==> src/rtl/core/cbip_pkg.sv <==
// types and constants for the custom base integer parser
`timescale 1ns / 1ps

package cbip_pkg;

  localparam int ACC_WIDTH_DEF    = 32;
  localparam int SYMBOL_SPACE_DEF = 128;

  localparam int MODE_W   = 2;
  localparam int CHAR_W   = 8;
  localparam int DIGIT_W  = 7;
  localparam int VALUE_W  = 32;
  localparam int STATUS_W = 2;

  localparam logic [DIGIT_W-1:0] MAX_LEN = 7'd127;
  localparam logic [DIGIT_W-1:0] MIN_LEN = 7'd2;

  localparam logic [CHAR_W-1:0] CH_NUL      = 8'd0;
  localparam logic [CHAR_W-1:0] CH_TAB      = 8'd9;
  localparam logic [CHAR_W-1:0] CH_CR       = 8'd13;
  localparam logic [CHAR_W-1:0] CH_SPACE    = 8'd32;
  localparam logic [CHAR_W-1:0] CH_PLUS     = 8'd43;
  localparam logic [CHAR_W-1:0] CH_MINUS    = 8'd45;
  localparam logic [CHAR_W-1:0] CH_PRINT_LO = 8'd32;
  localparam logic [CHAR_W-1:0] CH_PRINT_HI = 8'd126;

  typedef enum logic [MODE_W-1:0] {
    MODE_CLEAR  = 2'd0,
    MODE_APPEND = 2'd1,
    MODE_STRING = 2'd2
  } mode_t;

  typedef enum logic [STATUS_W-1:0] {
    ST_OK         = 2'd0,
    ST_BAD_ALPHA  = 2'd1,
    ST_BAD_PREFIX = 2'd2
  } status_t;

  typedef enum logic [1:0] {
    PH_SPACE = 2'd0,
    PH_SIGN  = 2'd1,
    PH_DIGIT = 2'd2,
    PH_REST  = 2'd3
  } phase_t;

  typedef struct packed {
    logic                str;
    logic [CHAR_W-1:0]   char_code;
    logic                last;
    logic                is_digit;
    logic                alph_ok;
    logic [DIGIT_W-1:0]  alph_len;
  } stage_t;

endpackage

==> src/rtl/core/cbip_ifs.sv <==
// valid/ready channel interfaces for the parser input and result
`timescale 1ns / 1ps

interface cbip_in_if;
  logic                          valid;
  logic                          ready;
  logic [cbip_pkg::MODE_W-1:0]   mode;
  logic [cbip_pkg::CHAR_W-1:0]   char_code;
  logic                          last;

  modport source (output valid, output mode, output char_code, output last, input ready);
  modport sink   (input valid, input mode, input char_code, input last, output ready);
endinterface

interface cbip_out_if;
  logic                                 valid;
  logic                                 ready;
  logic signed [cbip_pkg::VALUE_W-1:0]  value;
  logic [cbip_pkg::STATUS_W-1:0]        status;

  modport source (output valid, output value, output status, input ready);
  modport sink   (input valid, input value, input status, output ready);
endinterface

==> src/rtl/core/cbip_alphabet.sv <==
// alphabet store, symbol lookup and input stage register
`timescale 1ns / 1ps

module cbip_alphabet #(
  parameter int SYMBOL_SPACE = cbip_pkg::SYMBOL_SPACE_DEF
) (
  input  logic                              clk,
  input  logic                              rst_n,
  input  logic                              accept,
  input  logic                              advance,
  input  logic [cbip_pkg::MODE_W-1:0]       in_mode,
  input  logic [cbip_pkg::CHAR_W-1:0]       in_char,
  input  logic                              in_last,
  output logic                              stage_valid,
  output cbip_pkg::stage_t                  stage,
  output logic [cbip_pkg::DIGIT_W-1:0]      stage_digit
);

  localparam int IDX_W = $clog2(SYMBOL_SPACE);

  logic [SYMBOL_SPACE-1:0]          present_r, present_nxt;
  logic [cbip_pkg::DIGIT_W-1:0]     len_r, len_nxt;
  logic                             bad_r, bad_nxt;
  logic                             stage_valid_r, stage_valid_nxt;
  cbip_pkg::stage_t                 stage_r, stage_nxt;
  logic [cbip_pkg::DIGIT_W-1:0]     digit_mem [SYMBOL_SPACE];
  logic [cbip_pkg::DIGIT_W-1:0]     digit_r;
  logic [IDX_W-1:0]                 idx;
  logic                             in_range;
  logic                             hit;
  logic                             sym_bad;
  logic                             wr_en;

  assign idx      = in_char[IDX_W-1:0];
  assign in_range = {1'b0, in_char} < (cbip_pkg::CHAR_W + 1)'(SYMBOL_SPACE);
  assign hit      = in_range && present_r[idx];
  assign sym_bad  = (in_char == cbip_pkg::CH_PLUS) || (in_char == cbip_pkg::CH_MINUS) ||
                    (in_char < cbip_pkg::CH_PRINT_LO) || (in_char > cbip_pkg::CH_PRINT_HI) ||
                    hit;

  // alphabet update
  always_comb begin
    present_nxt = present_r;
    len_nxt     = len_r;
    bad_nxt     = bad_r;
    wr_en       = 1'b0;
    if (accept) begin
      case (cbip_pkg::mode_t'(in_mode))
        cbip_pkg::MODE_CLEAR: begin
          present_nxt = '0;
          len_nxt     = '0;
          bad_nxt     = 1'b0;
        end
        cbip_pkg::MODE_APPEND: begin
          if (sym_bad) begin
            bad_nxt = 1'b1;
          end else if (len_r < cbip_pkg::MAX_LEN) begin
            present_nxt[idx] = 1'b1;
            len_nxt          = len_r + 7'd1;
            wr_en            = 1'b1;
          end
        end
        default: begin
        end
      endcase
    end
  end

  always_comb begin
    stage_nxt.str       = (in_mode == cbip_pkg::MODE_STRING);
    stage_nxt.char_code = in_char;
    stage_nxt.last      = in_last;
    stage_nxt.is_digit  = hit;
    stage_nxt.alph_ok   = !bad_nxt && (len_nxt >= cbip_pkg::MIN_LEN);
    stage_nxt.alph_len  = len_nxt;
    stage_valid_nxt     = accept ? 1'b1 : (advance ? 1'b0 : stage_valid_r);
  end

  always_ff @(posedge clk) begin
    if (!rst_n) begin
      present_r     <= '0;
      len_r         <= '0;
      bad_r         <= 1'b0;
      stage_valid_r <= 1'b0;
    end else begin
      present_r     <= present_nxt;
      len_r         <= len_nxt;
      bad_r         <= bad_nxt;
      stage_valid_r <= stage_valid_nxt;
    end
  end

  always_ff @(posedge clk) begin
    if (accept) begin
      stage_r <= stage_nxt;
    end
  end

  // digit memory, registered read
  always_ff @(posedge clk) begin
    if (wr_en) begin
      digit_mem[idx] <= len_r;
    end
    if (accept) begin
      digit_r <= digit_mem[idx];
    end
  end

  assign stage_valid = stage_valid_r;
  assign stage       = stage_r;
  assign stage_digit = digit_r;

endmodule

==> src/rtl/core/cbip_parser.sv <==
// parse state machine, multiply-accumulate and result register
`timescale 1ns / 1ps

module cbip_parser #(
  parameter int ACC_WIDTH = cbip_pkg::ACC_WIDTH_DEF
) (
  input  logic                                 clk,
  input  logic                                 rst_n,
  input  logic                                 advance,
  input  cbip_pkg::stage_t                     stage,
  input  logic [cbip_pkg::DIGIT_W-1:0]         stage_digit,
  input  logic                                 out_ready,
  output logic                                 out_valid,
  output logic signed [cbip_pkg::VALUE_W-1:0]  out_value,
  output logic [cbip_pkg::STATUS_W-1:0]        out_status
);

  cbip_pkg::phase_t                 phase_r, phase_nxt, ph_p;
  logic                             minus_r, minus_nxt, mi_p;
  logic [ACC_WIDTH-1:0]             acc_r, acc_nxt, ac_p;
  logic                             perr_r, perr_nxt, pe_p;
  logic                             out_valid_r, out_valid_nxt;
  logic signed [cbip_pkg::VALUE_W-1:0] value_r, value_nxt;
  cbip_pkg::status_t                status_r, status_nxt;
  logic [ACC_WIDTH-1:0]             prod;
  logic [ACC_WIDTH-1:0]             mac;
  logic [ACC_WIDTH-1:0]             neg;
  logic signed [ACC_WIDTH-1:0]      signed_acc;
  logic [cbip_pkg::CHAR_W-1:0]      c;
  logic                             is_ws;
  logic                             is_sign;
  logic                             parse_en;
  logic                             finish;
  logic                             emit;
  logic                             f_perr;

  assign c        = stage.char_code;
  assign is_ws    = (c == cbip_pkg::CH_SPACE) ||
                    ((c >= cbip_pkg::CH_TAB) && (c <= cbip_pkg::CH_CR));
  assign is_sign  = (c == cbip_pkg::CH_PLUS) || (c == cbip_pkg::CH_MINUS);
  assign parse_en = stage.str && (c != cbip_pkg::CH_NUL);
  assign finish   = stage.str && ((c == cbip_pkg::CH_NUL) || stage.last);
  assign emit     = advance && finish;
  assign prod     = acc_r * ACC_WIDTH'(stage.alph_len);
  assign mac      = prod + ACC_WIDTH'(stage_digit);

  // parse step for one character
  always_comb begin
    ph_p = phase_r;
    mi_p = minus_r;
    ac_p = acc_r;
    pe_p = perr_r;
    if (parse_en) begin
      case (phase_r)
        cbip_pkg::PH_SPACE, cbip_pkg::PH_SIGN: begin
          if ((phase_r == cbip_pkg::PH_SPACE) && is_ws) begin
            ph_p = phase_r;
          end else if (is_sign) begin
            mi_p = minus_r ^ (c == cbip_pkg::CH_MINUS);
            ph_p = cbip_pkg::PH_SIGN;
          end else if (stage.is_digit) begin
            ac_p = ACC_WIDTH'(stage_digit);
            ph_p = cbip_pkg::PH_DIGIT;
          end else begin
            pe_p = 1'b1;
            ph_p = cbip_pkg::PH_REST;
          end
        end
        cbip_pkg::PH_DIGIT: begin
          if (stage.is_digit) begin
            ac_p = mac;
          end else begin
            ph_p = cbip_pkg::PH_REST;
          end
        end
        default: begin
        end
      endcase
    end
  end

  // next state: end of string returns to the idle parse state
  always_comb begin
    phase_nxt = phase_r;
    minus_nxt = minus_r;
    acc_nxt   = acc_r;
    perr_nxt  = perr_r;
    if (advance && stage.str) begin
      if (finish) begin
        phase_nxt = cbip_pkg::PH_SPACE;
        minus_nxt = 1'b0;
        acc_nxt   = '0;
        perr_nxt  = 1'b0;
      end else begin
        phase_nxt = ph_p;
        minus_nxt = mi_p;
        acc_nxt   = ac_p;
        perr_nxt  = pe_p;
      end
    end
  end

  // result of a finishing transaction
  always_comb begin
    f_perr     = pe_p || (ph_p == cbip_pkg::PH_SIGN);
    neg        = '0 - ac_p;
    signed_acc = mi_p ? $signed(neg) : $signed(ac_p);
    if (!stage.alph_ok) begin
      status_nxt = cbip_pkg::ST_BAD_ALPHA;
      value_nxt  = '0;
    end else if (f_perr) begin
      status_nxt = cbip_pkg::ST_BAD_PREFIX;
      value_nxt  = '0;
    end else begin
      status_nxt = cbip_pkg::ST_OK;
      value_nxt  = cbip_pkg::VALUE_W'(signed_acc);
    end
    out_valid_nxt = emit ? 1'b1 : (out_ready ? 1'b0 : out_valid_r);
  end

  always_ff @(posedge clk) begin
    if (!rst_n) begin
      phase_r     <= cbip_pkg::PH_SPACE;
      minus_r     <= 1'b0;
      acc_r       <= '0;
      perr_r      <= 1'b0;
      out_valid_r <= 1'b0;
    end else begin
      phase_r     <= phase_nxt;
      minus_r     <= minus_nxt;
      acc_r       <= acc_nxt;
      perr_r      <= perr_nxt;
      out_valid_r <= out_valid_nxt;
    end
  end

  always_ff @(posedge clk) begin
    if (emit) begin
      value_r  <= value_nxt;
      status_r <= status_nxt;
    end
  end

  assign out_valid  = out_valid_r;
  assign out_value  = value_r;
  assign out_status = status_r;

endmodule

==> src/rtl/core/custom_base_integer_parser.sv <==
// top level of the custom base integer parser
// in_ch takes one transaction per byte: mode 0 clears the digit alphabet,
//   mode 1 appends char_code as the next symbol, mode 2 streams a string
//   character (a zero byte or the last flag ends the string); mode 3 is ignored
// out_ch carries one transaction per finished string: value (signed, zero on
//   error) and status (ok, invalid alphabet, malformed prefix)
// path: out_ch.valid rises once a finishing transaction has been accepted
//   and has passed the input stage register, which also holds the registered
//   digit memory read, and then the parse step with its multiply-accumulate into
//   the result register
// throughput: one transaction per cycle; in_ch.ready stays high while the
//   result register is free or being emptied in the same cycle
// stall: while out_ch.ready is low with a result pending, the input stage
//   holds one more transaction and then in_ch.ready drops
// reset: synchronous active-low rst_n empties both stages, clears the
//   alphabet and the parse state; no clearing pass, the block is ready at once
`timescale 1ns / 1ps

module custom_base_integer_parser #(
  parameter int ACC_WIDTH    = cbip_pkg::ACC_WIDTH_DEF,
  parameter int SYMBOL_SPACE = cbip_pkg::SYMBOL_SPACE_DEF
) (
  input  logic              clk,
  input  logic              rst_n,
  cbip_in_if.sink           in_ch,
  cbip_out_if.source        out_ch
);

  logic                             accept;
  logic                             advance;
  logic                             stage_valid;
  cbip_pkg::stage_t                 stage;
  logic [cbip_pkg::DIGIT_W-1:0]     stage_digit;
  logic                             out_valid;

  assign advance      = stage_valid && (!out_valid || out_ch.ready);
  assign in_ch.ready  = !stage_valid || advance;
  assign accept       = in_ch.valid && in_ch.ready;
  assign out_ch.valid = out_valid;

  cbip_alphabet #(
    .SYMBOL_SPACE (SYMBOL_SPACE)
  ) u_alphabet (
    .clk         (clk),
    .rst_n       (rst_n),
    .accept      (accept),
    .advance     (advance),
    .in_mode     (in_ch.mode),
    .in_char     (in_ch.char_code),
    .in_last     (in_ch.last),
    .stage_valid (stage_valid),
    .stage       (stage),
    .stage_digit (stage_digit)
  );

  cbip_parser #(
    .ACC_WIDTH (ACC_WIDTH)
  ) u_parser (
    .clk         (clk),
    .rst_n       (rst_n),
    .advance     (advance),
    .stage       (stage),
    .stage_digit (stage_digit),
    .out_ready   (out_ch.ready),
    .out_valid   (out_valid),
    .out_value   (out_ch.value),
    .out_status  (out_ch.status)
  );

endmodule

==> src/flat_wrapper.sv <==
// flat-port wrapper written by rule: the top's interface ports become plain ports
module custom_base_integer_parser_flat 
#(
  parameter int ACC_WIDTH    = cbip_pkg::ACC_WIDTH_DEF,
  parameter int SYMBOL_SPACE = cbip_pkg::SYMBOL_SPACE_DEF
)
  (clk, rst_n, in_ch_valid, in_ch_mode, in_ch_char_code, in_ch_last, in_ch_ready, out_ch_valid, out_ch_value, out_ch_status, out_ch_ready);
  cbip_in_if in_ch_i ();
  cbip_out_if out_ch_i ();
  input  logic clk;
  input  logic rst_n;
  input wire logic [$bits(in_ch_i.valid)-1:0] in_ch_valid;
  input wire logic [$bits(in_ch_i.mode)-1:0] in_ch_mode;
  input wire logic [$bits(in_ch_i.char_code)-1:0] in_ch_char_code;
  input wire logic [$bits(in_ch_i.last)-1:0] in_ch_last;
  output wire logic [$bits(in_ch_i.ready)-1:0] in_ch_ready;
  output wire logic [$bits(out_ch_i.valid)-1:0] out_ch_valid;
  output wire logic [$bits(out_ch_i.value)-1:0] out_ch_value;
  output wire logic [$bits(out_ch_i.status)-1:0] out_ch_status;
  input wire logic [$bits(out_ch_i.ready)-1:0] out_ch_ready;
  assign in_ch_i.valid = in_ch_valid;
  assign in_ch_i.mode = in_ch_mode;
  assign in_ch_i.char_code = in_ch_char_code;
  assign in_ch_i.last = in_ch_last;
  assign in_ch_ready = in_ch_i.ready;
  assign out_ch_valid = out_ch_i.valid;
  assign out_ch_value = out_ch_i.value;
  assign out_ch_status = out_ch_i.status;
  assign out_ch_i.ready = out_ch_ready;
  custom_base_integer_parser #(.ACC_WIDTH(ACC_WIDTH), .SYMBOL_SPACE(SYMBOL_SPACE)) u_core (.clk(clk), .rst_n(rst_n), .in_ch(in_ch_i), .out_ch(out_ch_i));
endmodule
==> config.mk <==
export PLATFORM = sky130hd
export DESIGN_NAME = custom_base_integer_parser_flat
export DESIGN_NICKNAME = d
export VERILOG_FILES = /design/src/rtl/core/cbip_pkg.sv /design/src/rtl/core/cbip_ifs.sv /design/src/rtl/core/cbip_alphabet.sv /design/src/rtl/core/cbip_parser.sv /design/src/rtl/core/custom_base_integer_parser.sv /design/src/flat_wrapper.sv
export SDC_FILE = /design/constraint.sdc
export NUM_CORES = 2
export LEC_CHECK = 0
export BUFFER_PORTS_ARGS = -buffer_cell sky130_fd_sc_hd__buf_2
export CORE_MARGIN = 5
export CORE_UTILIZATION = 30
export DETAILED_ROUTE_END_ITERATION = 7
export PLACE_DENSITY = 0.47
export SKIP_LAST_GASP = 1
export SYNTH_ARGS = -nofsm -noshare
export SYNTH_HDL_FRONTEND = slang
export SYNTH_HIERARCHICAL = 1
export SYNTH_SLANG_ARGS = --single-unit
==> constraint.sdc <==
create_clock -name clk -period 18.1 [get_ports clk]
set_input_delay 0.905 -clock clk [delete_from_list [all_inputs] [get_ports clk]]
set_output_delay 0.905 -clock clk [all_outputs]
set_load 0.03 [all_outputs]
[Yosys cells after proc, flatten, opt, wreduce, memory -nomap -nowiden]
Memory sizes are Yosys's and may differ from the RTL's. A register that Yosys moved wholly into a read port is not among the register bits.
Cells that the tools add are included.
Storage, ports and cells
  RAM bits: 896
  memories: 1
  bits in read-only memories: 0
  word-level logic and storage cells: 131
  flip-flop bits (word level): 227
  input port bits: 15
  latch bits: 0
  output and inout port bits: 36
Cells by class
  multiply operators: 1
  multiplexer cells: 51
  shifts and indexed selects: 0
  eq/ne operators: 12
  bitwise gates (word level): 3
  div/mod/pow operators: 0
  magnitude comparators: 9
  reduce and logical (&&, ||, !) cells: 34
  $add $sub $neg: 3
Memories
  u_core.u_alphabet.digit_mem: words 128, width 7, rd ports 1, clocked after memory_dff 1, wr ports 1, RTL line cbip_alphabet.sv:26  | logic [cbip_pkg::DIGIT_W-1:0] digit_mem [SYMBOL_SPACE];
Operators with widths (count)
  $mux W128: 2
  $pmux W128 S2: 1
  $mux W32: 7
  $or A128 B128 Y128: 1
  $pmux W32 S2: 1
  $eq A8 B6 Y1 const B: 5
  $add A32 B7 Y32: 1
  $mul A32 B7 Y32: 1
  $sub A1 B32 Y32 const A: 1
  $mux W1: 26
  $mux W7: 3
  $pmux W7 S2: 1
  $mux W2: 6
  $logic_and A1 B1 Y1: 11
  $logic_or A1 B1 Y1: 10
  $ge A8 B4 Y1 const B: 1
  $gt A8 B7 Y1 const B: 1
  $le A8 B4 Y1 const B: 1
  $logic_not A8 Y1: 1
  $lt A7 B8 Y1 const B: 1
  $lt A8 B6 Y1 const B: 1
  $lt A8 B8 Y1 const B: 1
  $reduce_bool A8 Y1: 1
  $add A7 B1 Y7 const B: 1
  17 further kinds: 27

[Depth between registers and ports, before layout]
  depth after elaboration: 10
  depth in mapped cells: 23
  mapped depth without buffers: 21

[Cells and area by module]
The synthesis kept the hierarchy.
Modules (own cells, without submodules)
  cbip_alphabet: cells an instance 2520, instances 1, area each 39913.3 um^2
  cbip_parser: cells an instance 1300, instances 1, area each 11098.1 um^2
  custom_base_integer_parser: cells an instance 4, instances 1, area each 37.5 um^2

[Worst setup path before layout]
Ideal clock, no wire load.
  kind: register -> register
  start point: reg u_core.u_alphabet.stage_r, in the netlist u_core/u_alphabet/stage[2]
  end point: reg u_core.u_parser.value_r, in the netlist u_core/u_parser/out_value[28], data pin
  path slack: 12.277 ns
  arrival time: 5.557 ns
  setup time: 0.266 ns
  stages on the path, launching flop included: 23
  data required time: 17.834 ns
  cell sequence: edfxtp_1 -> clkbuf_1 -> clkbuf_1 -> nand2_1 -> fa_1 -> fa_1 -> inv_1 -> fa_1 -> inv_1 -> fa_1 -> inv_1 -> ha_1 -> o211ai_1 -> o21ai_0 -> nand3_1 -> a21bo_2 -> a32o_1 -> nor4_4 -> nand4_2 -> nor4_4 -> a41oi_1 -> xnor2_1 -> nor2_1
Between the ends
  word-level cells in the longest chain between the ends: 7
RTL lines
  start: declaration: RTL line cbip_alphabet.sv:25  | cbip_pkg::stage_t stage_r, stage_nxt;
  start signal: assignment: RTL line cbip_alphabet.sv:95  | stage_r <= stage_nxt;
  $mul A32 B7 Y32 (*): RTL line cbip_parser.sv:44  | assign prod = acc_r * ACC_WIDTH'(stage.alph_len);
  $add A32 B7 Y32 (*): RTL line cbip_parser.sv:45  | assign mac = prod + ACC_WIDTH'(stage_digit);
  $mux W32 (*): RTL line cbip_parser.sv:70  | if (stage.is_digit) begin
  $pmux W32 S2 (*): RTL line cbip_parser.sv:54  | case (phase_r)
  $mux W32 (*): RTL line cbip_parser.sv:53  | if (parse_en) begin
  $sub A1 B32 Y32: RTL line cbip_parser.sv:106  | neg = '0 - ac_p;
  $mux W32 (*): RTL line cbip_parser.sv:107  | signed_acc = mi_p ? $signed(neg) : $signed(ac_p);
  end signal: assignment: RTL line cbip_parser.sv:139  | value_r <= value_nxt;
  end: declaration: RTL line cbip_parser.sv:23  | logic signed [cbip_pkg::VALUE_W-1:0] value_r, value_nxt;
Every way passes the cells marked *; elsewhere a longest branch is shown, timed or not.
A chain may end at the register's enable or synchronous reset.

[Final worst setup path]
  start point: reg u_core.u_alphabet.stage_r, in the netlist u_core/u_alphabet/stage[1]
  end point: reg u_core.u_parser.value_r, in the netlist u_core/u_parser/out_value[28], data pin
The elaborated chain is that of the path after synthesis.

==> summary.md <==
| Metric | Value |
|---|---|
| Cell Rows | ~150 |
| Worst Path Required | 18.57 ns |
| Placed wire-length estimate | between 90 and 100 mm |
| Drt pass-1 iters | 5 |
| Outcome | completed |
| Top cells by count, synth | edfxtp_1 (956), nor2_1 (324), a22oi_1 (288), and2_1 (196), inv_1 (188) |
| Leak | between 0.02 and 0.025 uW |
| Core footprint | 169000 um^2 |
| TritonCTS buffer count | 130 |
| Most numerous cell in the Yosys netlist | edfxtp_1 |
| Post-cts gate resize count | 0 |
| Slowest-stage cell, CP | a2111oi_1 |
| Final Wtd Congestion | around 0.81 |
| Max Slew Vio Count | 0 |
| Final Skew | 0.0662 ns |
| Final ANT Viol Nets | 0 |
| Fin crit share | a little under two fifths |
| DRC marker count from the first detailed-route iteration | 2841 |
| Port Buffer Count | 50 |
| Placed cells | 6138 |
| Hold crit path type | in2reg |
| Worst Tran Pin Value | roughly 1.3 ns |
| Unique cell type count in the Yosys netlist | 92 |
| Vias per cell | between 5 and 6 |
| Via count | approximately 33000 |
| Worst skew pair latency | 0.76 ns |
| RSZ-0062 raised after global routing | false |
| Setup crit end kind | flip-flop |
| CTS tree | done |
| Post-CTS Hold Buffers | 0 |
| Share of cells above drive strength 1 | under 10% |
| H-tree levels | 4 |
| Syn avg cell area | 13.3 um^2 |
| Pwr Total | around 5700 uW |
| GRT Total Usage | between 15 and 20% |
| Top cell type's share of synthesized area | 56.2% |
| Initial Utilization | between 30% and 40% |
| Minimum clock period after layout | around 6.8 ns |
| DIE AREA | between 150000 and 200000 um^2 |
| Mapped Area | approximately 50000 um^2 |
| Mapped Cells | 3824 |
| Worst EP arrival | 7.31 ns |
| Overall die height | roughly 420 um |
| Worst-path clk slew | about 0.05 ns |
| Vias in the first global route | 33200 |
| Final hold viol count | 0 |
| Seq/Total Area, Yosys | between 60% and 70% |
| Post-synth ARST share | 0% |
| Top FF cell, synth | edfxtp_1 |
| Setup tns final | 0 ns |
| Non-filler instance count after layout | roughly 6400 |
| Fmax | between 0.1 and 0.15 GHz |
| Final wirelength | 150 mm |
| Largest net degree at the start of global routing | 111 |
| Pwr dens | between 90 and 100 nW/um^2 |
| Yosys Warn Count | 6 |
| Post CTS Setup Buffer Count | 0 |
| Die Span X | roughly 420 um |
| Synth top area cells | edfxtp_1 (56%), dfxtp_1 (6.8%), fa_1 (5.4%) |
| I/O Pins | 51 |
| DR WL/cell | approximately 24 um |
| Num Clock Sinks | 1130 |
| GRT Residual Overflow | 0 |
| Area Overhead vs Synth | 15.1% |
| Most area-hungry cell type in the Yosys netlist | edfxtp_1 |
| First-pass GRT wire length | between 200 and 250 mm |
| Max-cap check violation count | 0 |
| Startpoint Class | flip-flop |
| CTS max path bufs | 3 |
| CP Class | reg2reg |
| Smallest hold slack | around 0.38 ns |
| CP Cell Sequence | and2_1 -> fa_1 -> inv_1 -> fa_1 -> inv_1 -> fa_1 -> inv_1 -> fa_1 -> inv_1 -> ha_1 -> o211ai_1 -> o211ai_1 -> a31oi_1 -> a2111oi_1 -> o21a_1 -> o21ai_0 -> a32o_1 -> and4b_1 -> a41oi_1 -> xnor2_1 -> nor2_1 |
| Worst-path maximum fanout | 31 |
| Post-route DRC | 0 |
| Root buffer cell | clkbuf_16 |
| EDFF count, synth | ~960 |
| Slew HR | between 9 and 10% |
| CP max stage delay | 0.92 ns |
| Final setup viols | 0 |
| Synth Register Bits | ~1100 |
| Nets@finish | roughly 4300 |
| Initial antenna violation count | 7 |
| Peak supply drop | around 86 uV |
-- through the flow --
step           setup WS [ns]  util [%]  area (um^2)
4_1_cts                11.29      34.7        58800
3_5_place_dp           11.30      32.2        54500
6_report               11.27      34.7        58800
5_1_grt                10.80      34.7        58800
3_3_place_gp           11.27      32.2        54500
2_1_floorplan          12.28         -        52000
-- placed cells by master, fill, tap and decap left out, drive strengths merged, types with 117 or more instances in the layout --
cell,instances
nor2,324
dfxtp,174
inv,193
clkbuf,186
a41oi,132
buf,117
edfxtp,956
fa,138
a22oi,288
conb,245
nand2,155
and2,196
-- per-layer routing --
layer / vias up / wire (um) / track usage (%)
li1: 14900 / - / -
met1: 17200 / 66900 / 22.2
met2: 881 / 71900 / 27.3
met3: 190 / 7590 / 2.75
met4: 0 / 3450 / 4.38
met5: - / 0 / 0
-- cells by family after synthesis --
group,count (synthesis),share of synthesized area [%]
simple gates,901,8.93
other cells,1,0.00735
buf+inv,453,3.65
compound gates,983,14.4
mux,88,1.81
flops,1130,63.1
fa+ha+maj,205,7.05
xor+xnor,63,1.08
-- layout make-up --
type / count / area (um^2)
diodes: 2 / 5.00
clock buffers: 186 / 3550
clock inverters: 46 / 701
fillers: 16700 / 111000
inverters: 188 / 706
multi-input cells: 2485 / 18000
flip-flops and latches: 1130 / 32200
well taps: 2218 / 2780
repair buffers: 117 / 797
-- power by group --
part / switching [uW] / total, uW / internal [uW]
combinational: 177 / 232 / 55.3
sequential: 17.1 / 2840 / 2820
clock: 1100 / 2590 / 1490
-- state kept, by name, indices dropped and copies added, names as in the netlist --
register / count
u_core/u_alphabet/bad_r: 1
u_core/u_alphabet/digit_mem: 896
u_core/u_parser/perr_r: 1
u_core/u_parser/out_valid: 1
u_core/u_parser/out_status: 2
u_core/u_alphabet/len_r: 7
u_core/u_parser/acc_r: 32
u_core/u_alphabet/stage_digit: 7
u_core/u_parser/phase_r: 2
u_core/u_alphabet/stage_valid: 1
u_core/u_alphabet/present_r: 128
u_core/u_parser/out_value: 32
u_core/u_alphabet/stage: 19
u_core/u_parser/minus_r: 1
-- final timing paths --
kind,startpoint,end,slack (ns),depth (start not counted)
setup / recovery,u_core/u_alphabet/stage[1],u_core/u_parser/out_value[28],11.27,21
hold reg to reg,u_core/u_alphabet/present_r[80],u_core/u_alphabet/present_r[80],0.47,2
hold / removal,in_ch_last,u_core/u_alphabet/stage[9],0.38,1
setup reg to reg,u_core/u_alphabet/stage[1],u_core/u_parser/out_value[28],11.27,21
-- worst max-delay path: cells and delay by family, from the launching register on --
kind                       cells  cell delay, ns
DFF                            1            0.80
and+or+nand+nor                3            0.81
buffers and inverters          4            0.19
adders and majority gates      5            2.31
AOI/OAI and AO/OA              8            2.26
xor gates and xnor gates       1            0.18
Power figures use the tool's default switching activity.
